===== src/rtl/core/osu_pkg.sv =====
// Operand stack unit: shared types, codes and defaults.
// No dependencies; imported by every module of the block.
`timescale 1ns / 1ps
`default_nettype none

package osu_pkg;

  localparam int unsigned STACK_DEPTH_DEF = 256;
  localparam int unsigned WORD_WIDTH_DEF  = 64;

  typedef enum logic [2:0] {
    K_PUSH   = 3'd0,
    K_POP    = 3'd1,
    K_PEEK   = 3'd2,
    K_SWAP   = 3'd3,
    K_DUP    = 3'd4,
    K_ROTATE = 3'd5,
    K_CLEAR  = 3'd6
  } kind_e;

  typedef enum logic [1:0] {
    ST_OK        = 2'd0,
    ST_OVERFLOW  = 2'd1,
    ST_UNDERFLOW = 2'd2,
    ST_BOUNDS    = 2'd3
  } status_e;

  typedef struct packed {
    logic [2:0]  kind;
    logic [63:0] push_word;
    logic [7:0]  depth_a;
    logic [7:0]  depth_b;
    logic [8:0]  rotate_count;
  } in_word_t;

  typedef struct packed {
    logic [63:0] read_word;
    logic [1:0]  status;
    logic [8:0]  entry_count;
    logic        is_empty_flag;
    logic        is_full_flag;
  } out_word_t;

  typedef enum logic [2:0] {
    A_TOP,
    A_CNT,
    A_DA,
    A_DB,
    A_PTR,
    A_PTRP1,
    A_PTRM1
  } addr_sel_e;

  typedef enum logic [1:0] {
    W_PUSH,
    W_RDATA,
    W_TMP
  } wdata_sel_e;

  typedef enum logic [1:0] {
    C_HOLD,
    C_INC,
    C_DEC,
    C_CLR
  } cnt_op_e;

  typedef enum logic [1:0] {
    P_HOLD,
    P_TOP,
    P_DEC
  } ptr_op_e;

  typedef enum logic [3:0] {
    S_IDLE,
    S_DECODE,
    S_READ,
    S_SWP_RB,
    S_SWP_WA,
    S_SWP_WB,
    S_DUP_W,
    S_ROT_LOAD,
    S_ROT_MOVE,
    S_ROT_LAST,
    S_DONE
  } ctrl_state_e;

  typedef struct packed {
    logic       op_load;
    logic       status_ld;
    logic       word_ld;
    logic       tmp_ld;
    logic       rd_en;
    addr_sel_e  rd_sel;
    logic       wr_en;
    addr_sel_e  wr_sel;
    wdata_sel_e wdata_sel;
    cnt_op_e    cnt_op;
    ptr_op_e    ptr_op;
    logic       out_load;
  } osu_cmd_t;

  typedef struct packed {
    logic [2:0] kind;
    logic       op_ok;
    logic       rot_go;
    logic       at_base;
  } osu_stat_t;

endpackage

`default_nettype wire


===== src/rtl/core/osu_ctrl.sv =====
// Operand stack unit controller: sequences each operation and the output word.
// Depends on osu_pkg; drives osu_dpath through osu_cmd_t.
`timescale 1ns / 1ps
`default_nettype none

module osu_ctrl (
  input  wire                 clk_i,
  input  wire                 rst_ni,
  input  wire                 in_valid_i,
  output logic                in_stall_o,
  output logic                out_valid_o,
  input  wire                 out_stall_i,
  input  osu_pkg::osu_stat_t  stat_i,
  output osu_pkg::osu_cmd_t   cmd_o
);
  import osu_pkg::*;

  ctrl_state_e state_q, state_d;
  logic        out_valid_q, out_valid_d;

  always_ff @(posedge clk_i or negedge rst_ni) begin
    if (!rst_ni) begin
      state_q     <= S_IDLE;
      out_valid_q <= 1'b0;
    end else begin
      state_q     <= state_d;
      out_valid_q <= out_valid_d;
    end
  end

  always_comb begin
    state_d          = state_q;
    cmd_o            = '0;
    cmd_o.rd_sel     = A_TOP;
    cmd_o.wr_sel     = A_CNT;
    cmd_o.wdata_sel  = W_PUSH;
    cmd_o.cnt_op     = C_HOLD;
    cmd_o.ptr_op     = P_HOLD;

    case (state_q)
      S_IDLE: begin
        if (in_valid_i) begin
          cmd_o.op_load = 1'b1;
          state_d       = S_DECODE;
        end
      end
      S_DECODE: begin
        cmd_o.status_ld = 1'b1;
        state_d         = S_DONE;
        case (kind_e'(stat_i.kind))
          K_PUSH: begin
            if (stat_i.op_ok) begin
              cmd_o.wr_en     = 1'b1;
              cmd_o.wr_sel    = A_CNT;
              cmd_o.wdata_sel = W_PUSH;
              cmd_o.cnt_op    = C_INC;
            end
          end
          K_POP: begin
            if (stat_i.op_ok) begin
              cmd_o.rd_en  = 1'b1;
              cmd_o.rd_sel = A_TOP;
              cmd_o.cnt_op = C_DEC;
              state_d      = S_READ;
            end
          end
          K_PEEK: begin
            if (stat_i.op_ok) begin
              cmd_o.rd_en  = 1'b1;
              cmd_o.rd_sel = A_DA;
              state_d      = S_READ;
            end
          end
          K_SWAP: begin
            if (stat_i.op_ok) begin
              cmd_o.rd_en  = 1'b1;
              cmd_o.rd_sel = A_DA;
              state_d      = S_SWP_RB;
            end
          end
          K_DUP: begin
            if (stat_i.op_ok) begin
              cmd_o.rd_en  = 1'b1;
              cmd_o.rd_sel = A_TOP;
              state_d      = S_DUP_W;
            end
          end
          K_ROTATE: begin
            if (stat_i.rot_go) begin
              cmd_o.rd_en  = 1'b1;
              cmd_o.rd_sel = A_TOP;
              cmd_o.ptr_op = P_TOP;
              state_d      = S_ROT_LOAD;
            end
          end
          K_CLEAR: begin
            cmd_o.cnt_op = C_CLR;
          end
          default: begin
          end
        endcase
      end
      S_READ: begin
        cmd_o.word_ld = 1'b1;
        state_d       = S_DONE;
      end
      S_SWP_RB: begin
        cmd_o.tmp_ld = 1'b1;
        cmd_o.rd_en  = 1'b1;
        cmd_o.rd_sel = A_DB;
        state_d      = S_SWP_WA;
      end
      S_SWP_WA: begin
        cmd_o.wr_en     = 1'b1;
        cmd_o.wr_sel    = A_DA;
        cmd_o.wdata_sel = W_RDATA;
        state_d         = S_SWP_WB;
      end
      S_SWP_WB: begin
        cmd_o.wr_en     = 1'b1;
        cmd_o.wr_sel    = A_DB;
        cmd_o.wdata_sel = W_TMP;
        state_d         = S_DONE;
      end
      S_DUP_W: begin
        cmd_o.wr_en     = 1'b1;
        cmd_o.wr_sel    = A_CNT;
        cmd_o.wdata_sel = W_RDATA;
        cmd_o.cnt_op    = C_INC;
        state_d         = S_DONE;
      end
      S_ROT_LOAD: begin
        cmd_o.tmp_ld = 1'b1;
        cmd_o.rd_en  = 1'b1;
        cmd_o.rd_sel = A_PTRM1;
        cmd_o.ptr_op = P_DEC;
        state_d      = S_ROT_MOVE;
      end
      S_ROT_MOVE: begin
        // rdata holds entry ptr; it moves up one place
        cmd_o.wr_en     = 1'b1;
        cmd_o.wr_sel    = A_PTRP1;
        cmd_o.wdata_sel = W_RDATA;
        if (stat_i.at_base) begin
          state_d = S_ROT_LAST;
        end else begin
          cmd_o.rd_en  = 1'b1;
          cmd_o.rd_sel = A_PTRM1;
          cmd_o.ptr_op = P_DEC;
        end
      end
      S_ROT_LAST: begin
        cmd_o.wr_en     = 1'b1;
        cmd_o.wr_sel    = A_PTR;
        cmd_o.wdata_sel = W_TMP;
        state_d         = S_DONE;
      end
      S_DONE: begin
        if (!out_valid_q || !out_stall_i) begin
          cmd_o.out_load = 1'b1;
          state_d        = S_IDLE;
        end
      end
      default: begin
        state_d = S_IDLE;
      end
    endcase
  end

  always_comb begin
    out_valid_d = out_valid_q;
    if (cmd_o.out_load) begin
      out_valid_d = 1'b1;
    end else if (!out_stall_i) begin
      out_valid_d = 1'b0;
    end
  end

  assign in_stall_o  = (state_q != S_IDLE);
  assign out_valid_o = out_valid_q;

endmodule

`default_nettype wire


===== config.mk =====
export PLATFORM = sky130hd
export DESIGN_NAME = osu_ctrl
export DESIGN_NICKNAME = d
export VERILOG_FILES = /design/src/rtl/core/osu_pkg.sv /design/src/rtl/core/osu_ctrl.sv
export SDC_FILE = /design/constraint.sdc
export NUM_CORES = 1
export LEC_CHECK = 0
export BUFFER_PORTS_ARGS = -buffer_cell sky130_fd_sc_hd__buf_2
export CORE_MARGIN = 5
export CORE_UTILIZATION = 30
export DETAILED_ROUTE_END_ITERATION = 7
export SYNTH_ARGS = -nofsm -noshare
export SYNTH_HDL_FRONTEND = slang
export SYNTH_SLANG_ARGS = --single-unit
export TNS_END_PERCENT = 1

===== constraint.sdc =====
create_clock -name clk_i -period 2.4 [get_ports clk_i]
set_input_delay 0.6 -clock clk_i [delete_from_list [all_inputs] [get_ports clk_i]]
set_output_delay 0.6 -clock clk_i [all_outputs]
set_load 0.01 [all_outputs]

==> metrics.txt <==
# TYPE chip_impl_metric gauge
chip_impl_metric{name="initial_core_util",unit="%"} 32.1
chip_impl_metric{name="clk_latency",unit="ps"} 240
chip_impl_metric{name="power.ir.vdd_worst",unit="mV"} 0.631
chip_impl_metric{name="fill_count",unit=""} 214
chip_impl_metric{name="drc_violation_count_after_routing",unit=""} 0
chip_impl_metric{name="sequential_cell_area",unit="µm²"} 125
chip_impl_metric{name="post_route_cells_drive_above_1_share",unit="%"} 34.8
chip_impl_metric{name="final-setup-viol-count",unit=""} 0
chip_impl_metric{name="antenna_cells",unit=""} 0
chip_impl_metric{name="arrival",unit="ps"} 1630
chip_impl_metric{name="net-switching-power",unit="W"} 0.000479
chip_impl_metric{name="yosysWarnings",unit=""} 0
chip_impl_metric{name="design.die.area",unit="mm²"} 0.00314
chip_impl_metric{name="globalRouteMet3Util",unit="%"} 4.41
chip_impl_metric{name="postRouteAntennaNets",unit=""} 0
chip_impl_metric{name="max-slew-margin-rel",unit="%"} 78.2
chip_impl_metric{name="comb_power_share",unit="%"} 74.5
chip_impl_metric{name="grt_util_all_layers",unit="%"} 11.4
chip_impl_metric{name="gr-usage-met2",unit="%"} 18.5
chip_impl_metric{name="grt.overflow.total",unit=""} 0
chip_impl_metric{name="final.hold.worst_slack",unit="ps"} 161
chip_impl_metric{name="yosys.cell_types.count",unit=""} 37
chip_impl_metric{name="synth.cell_area",unit="µm²"} 636
chip_impl_metric{name="switching_share",unit="%"} 49.0
chip_impl_metric{name="drt-wirelength-per-cell",unit="µm"} 12.3
chip_impl_metric{name="number_of_global_route_vias_before_repair",unit=""} 678
chip_impl_metric{name="seqPwrFrac",unit="%"} 15.6
chip_impl_metric{name="cp_slowest_stage_delay",unit="ps"} 400
chip_impl_info{name="path_cells",value="nor4b_4 -> or3b_1 -> o221ai_2 -> buf_2"} 1
chip_impl_metric{name="synthesis.instances",unit=""} 84
chip_impl_metric{name="final_sum_of_negative_setup_slack",unit="ps"} 0
chip_impl_info{name="nature_of_the_critical_path_startpoint",value="register"} 1
chip_impl_metric{name="multi_input_area",unit="µm²"} 454
chip_impl_info{name="timing.hold.worst.class",value="primary input to async pin"} 1
chip_impl_metric{name="drv.max_cap_violation_count",unit=""} 0
chip_impl_metric{name="drt_iter0_drc",unit=""} 16
chip_impl_metric{name="post-route-cell-area",unit="µm²"} 838
chip_impl_metric{name="global_route_wire_length_before_repair",unit="mm"} 2.93
chip_impl_metric{name="post_cts_repair_resize_count",unit=""} 0
chip_impl_metric{name="post_cts_hold_fix_bufs",unit=""} 0
chip_impl_metric{name="layout_nets",unit=""} 126
chip_impl_metric{name="synth_sequential_area_ratio",unit="%"} 19.7
chip_impl_metric{name="io_pins",unit=""} 31
chip_impl_info{name="cp_slowest_cell",value="sky130_fd_sc_hd__dfrtp_1"} 1
chip_impl_metric{name="postCtsSetupRepairBufs",unit=""} 0
chip_impl_info{name="worst_setup_path_end_kind",value="primary output"} 1
chip_impl_metric{name="finalCritPeriodShare",unit="%"} 92.9
chip_impl_metric{name="die_y",unit="µm"} 56.0
chip_impl_metric{name="finalHoldViolations",unit=""} 0
chip_impl_metric{name="internal_power",unit="W"} 0.000499
chip_impl_info{name="grt_setup_unrepaired",value="no"} 1
chip_impl_metric{name="detailedRoute.firstPassIterationCount",unit=""} 4
chip_impl_metric{name="area_of_the_placeable_core",unit="mm²"} 0.00198
chip_impl_metric{name="dpl_cell_area",unit="µm²"} 812
chip_impl_metric{name="post_synth.cell_area_avg",unit="µm²"} 7.57
chip_impl_metric{name="cts_made_buffers",unit=""} 3
chip_impl_metric{name="worstMarginPinSlew",unit="ps"} 327
chip_impl_metric{name="io_buffers",unit=""} 30
chip_impl_metric{name="rows",unit=""} 16
chip_impl_metric{name="timing.clock.skew",unit="ps"} 2.55
chip_impl_metric{name="ctsLongestPathBuffers",unit=""} 2
chip_impl_metric{name="antenna_violations_before_repair",unit=""} 0
chip_impl_metric{name="fp.dieW",unit="µm"} 56.0
chip_impl_metric{name="period_needed",unit="ps"} 2230
chip_impl_metric{name="report.final.slew_viol_count",unit=""} 0
chip_impl_info{name="timing_worst_setup_path_type",value="register to primary output"} 1
chip_impl_metric{name="cts-htree-levels",unit=""} 1
chip_impl_metric{name="grtUsageMet1",unit="%"} 14.3
chip_impl_metric{name="pwr_density_cell",unit="mW/mm²"} 1170
chip_impl_metric{name="max_clock_freq",unit="MHz"} 448
chip_impl_metric{name="pin_count_of_the_biggest_net_entering_global_routing",unit=""} 20
chip_impl_metric{name="clock_power_share",unit="%"} 9.9
chip_impl_metric{name="layout-area-overhead-vs-synth",unit="%"} 31.9
chip_impl_info{name="global_route.peak_usage_layer",value="met2"} 1
chip_impl_metric{name="dpl.hpwl",unit="mm"} 1.32
chip_impl_metric{name="number_of_register_bits_inferred_by_synthesis",unit=""} 5
chip_impl_metric{name="crit_required",unit="ps"} 1800
chip_impl_info{name="cts-root-buf",value="sky130_fd_sc_hd__clkbuf_4"} 1
chip_impl_metric{name="syn_nets",unit=""} 94
chip_impl_metric{name="clk_sinks",unit=""} 5
chip_impl_metric{name="clk_pin_slew_worst_paths",unit="ps"} 40
chip_impl_metric{name="route.final.wire_length",unit="mm"} 1.75
chip_impl_metric{name="leakage",unit="nW"} 0.414
chip_impl_info{name="outcome",value="complete, no violations"} 1
chip_impl_info{name="cts_tree",value="done"} 1
chip_impl_metric{name="timing.critical_path.fanout_max",unit=""} 2
chip_impl_metric{name="via_count",unit=""} 749
chip_impl_metric{name="finalWeightedCongestion",unit=""} 0.762
chip_impl_metric{name="detail_route.vias_per_cell",unit=""} 5.27
cell families after synthesis:
family / Yosys count / share of synthesized area, %
and+or+nand+nor: 42 / 41.9
AOI/OAI and AO/OA: 24 / 26.4
DFF: 5 / 19.7
muxes: 2 / 3.15
buffers and inverters: 11 / 8.86
flip-flops by register name (all words and copies together) (netlist names):
| signal | flops |
|---|---|
| state_q | 4 |
| out_valid_o | 1 |
worst max-delay path, delay by kind of cell, from the launching register on:
| family | cells | cell delay [ps] |
|---|---|---|
| AND/OR/NAND/NOR | 2 | 710 |
| flip-flops | 1 | 400 |
| buffers and inverters | 1 | 160 |
| AO/OA/AOI/OAI | 1 | 130 |
stage by stage:
step	worst slack [ps]	utilization, %	cells	power [W]
floorplan	344	-	84	0.000671
global placement	213	41.0	138	0.000889
detailed placement	216	41.0	138	0.000887
CTS	154	42.3	142	0.000992
global route	51.1	42.3	142	0.00108
finish	169	42.3	142	0.000978
area by class of cell:
type	instances	share of cell area, %
clock buffers	4	3.13
well taps	27	4.03
multi-input cells	68	54.2
flip-flops and latches	5	14.9
repair buffers	35	22.4
inverters	3	1.34
cell usage after synthesis, drive strengths merged:
| master | count | share of area, % |
|---|---|---|
| nand2 | 7 | 4.1 |
| nor2 | 7 | 4.1 |
| buf | 6 | 5.9 |
| a21oi | 5 | 3.9 |
| dfrtp | 5 | 20 |
| nand2b | 5 | 4.9 |
| nor3 | 4 | 3.1 |
| nor3b | 4 | 4.7 |
| o21ai | 4 | 3.1 |
| and3b | 3 | 4.1 |
| inv | 3 | 1.8 |
| a211oi | 2 | 2.4 |
| clkbuf | 2 | 1.2 |
| mux2i | 2 | 3.1 |
| nor2b | 2 | 2.0 |
| nor4b | 2 | 5.1 |
| o211ai | 2 | 2.4 |
| o221ai | 2 | 3.7 |
| o22ai | 2 | 2.0 |
| or3b | 2 | 2.8 |
| or4 | 2 | 2.4 |
| a21boi | 1 | 1.2 |
| a31oi | 1 | 0.98 |
| and2 | 1 | 0.98 |
| and3 | 1 | 0.98 |
| nand3 | 1 | 0.79 |
| nand4bb | 1 | 1.8 |
| o211a | 1 | 1.6 |
| o21bai | 1 | 1.2 |
| o22a | 1 | 1.4 |
| o31a | 1 | 1.4 |
| o31ai | 1 | 1.2 |
power by group through the flow:
stage	logic, W	registers [W]	clock network (W)
2_1_floorplan	0.000522	0.000149	0
3_3_place_gp	0.000734	0.000155	0
3_5_place_dp	0.000733	0.000154	0
4_1_cts	0.000737	0.000153	0.000102
5_1_grt	0.000813	0.000157	0.000109
6_report	0.000728	0.000153	0.0000971
final timing paths:
check                            start     endpoint  slack [ps]  depth (start not counted)
min                             rst_ni   state_q[0]         160                          1
min reg2reg                out_valid_o  out_valid_o         560                          2
max                         state_q[1]    cmd_o[14]         170                          4
min in group clk_i         out_valid_o  out_valid_o         560                          2
max in group asynchronous       rst_ni   state_q[2]        2110                          1
max reg2reg                 state_q[1]   state_q[0]         870                          4
cell usage in the layout, fill, tap and decap left out, drive strengths merged, types with 3 or more instances in the layout:
master,count
o21ai,4
clkbuf,4
nand2b,5
nor3b,4
a21oi,5
nand2,7
and3b,3
buf,35
inv,3
nor2,7
dfrtp,5
nor3,4
per-layer routing:
layer / wire length (µm) / up-vias
met1: 784 / 341
li1: - / 375
met2: 833 / 33
met5: 0 / -
met3: 128 / 0
met4: 0 / 0
No activity file was read; power rests on OpenSTA's default activity.
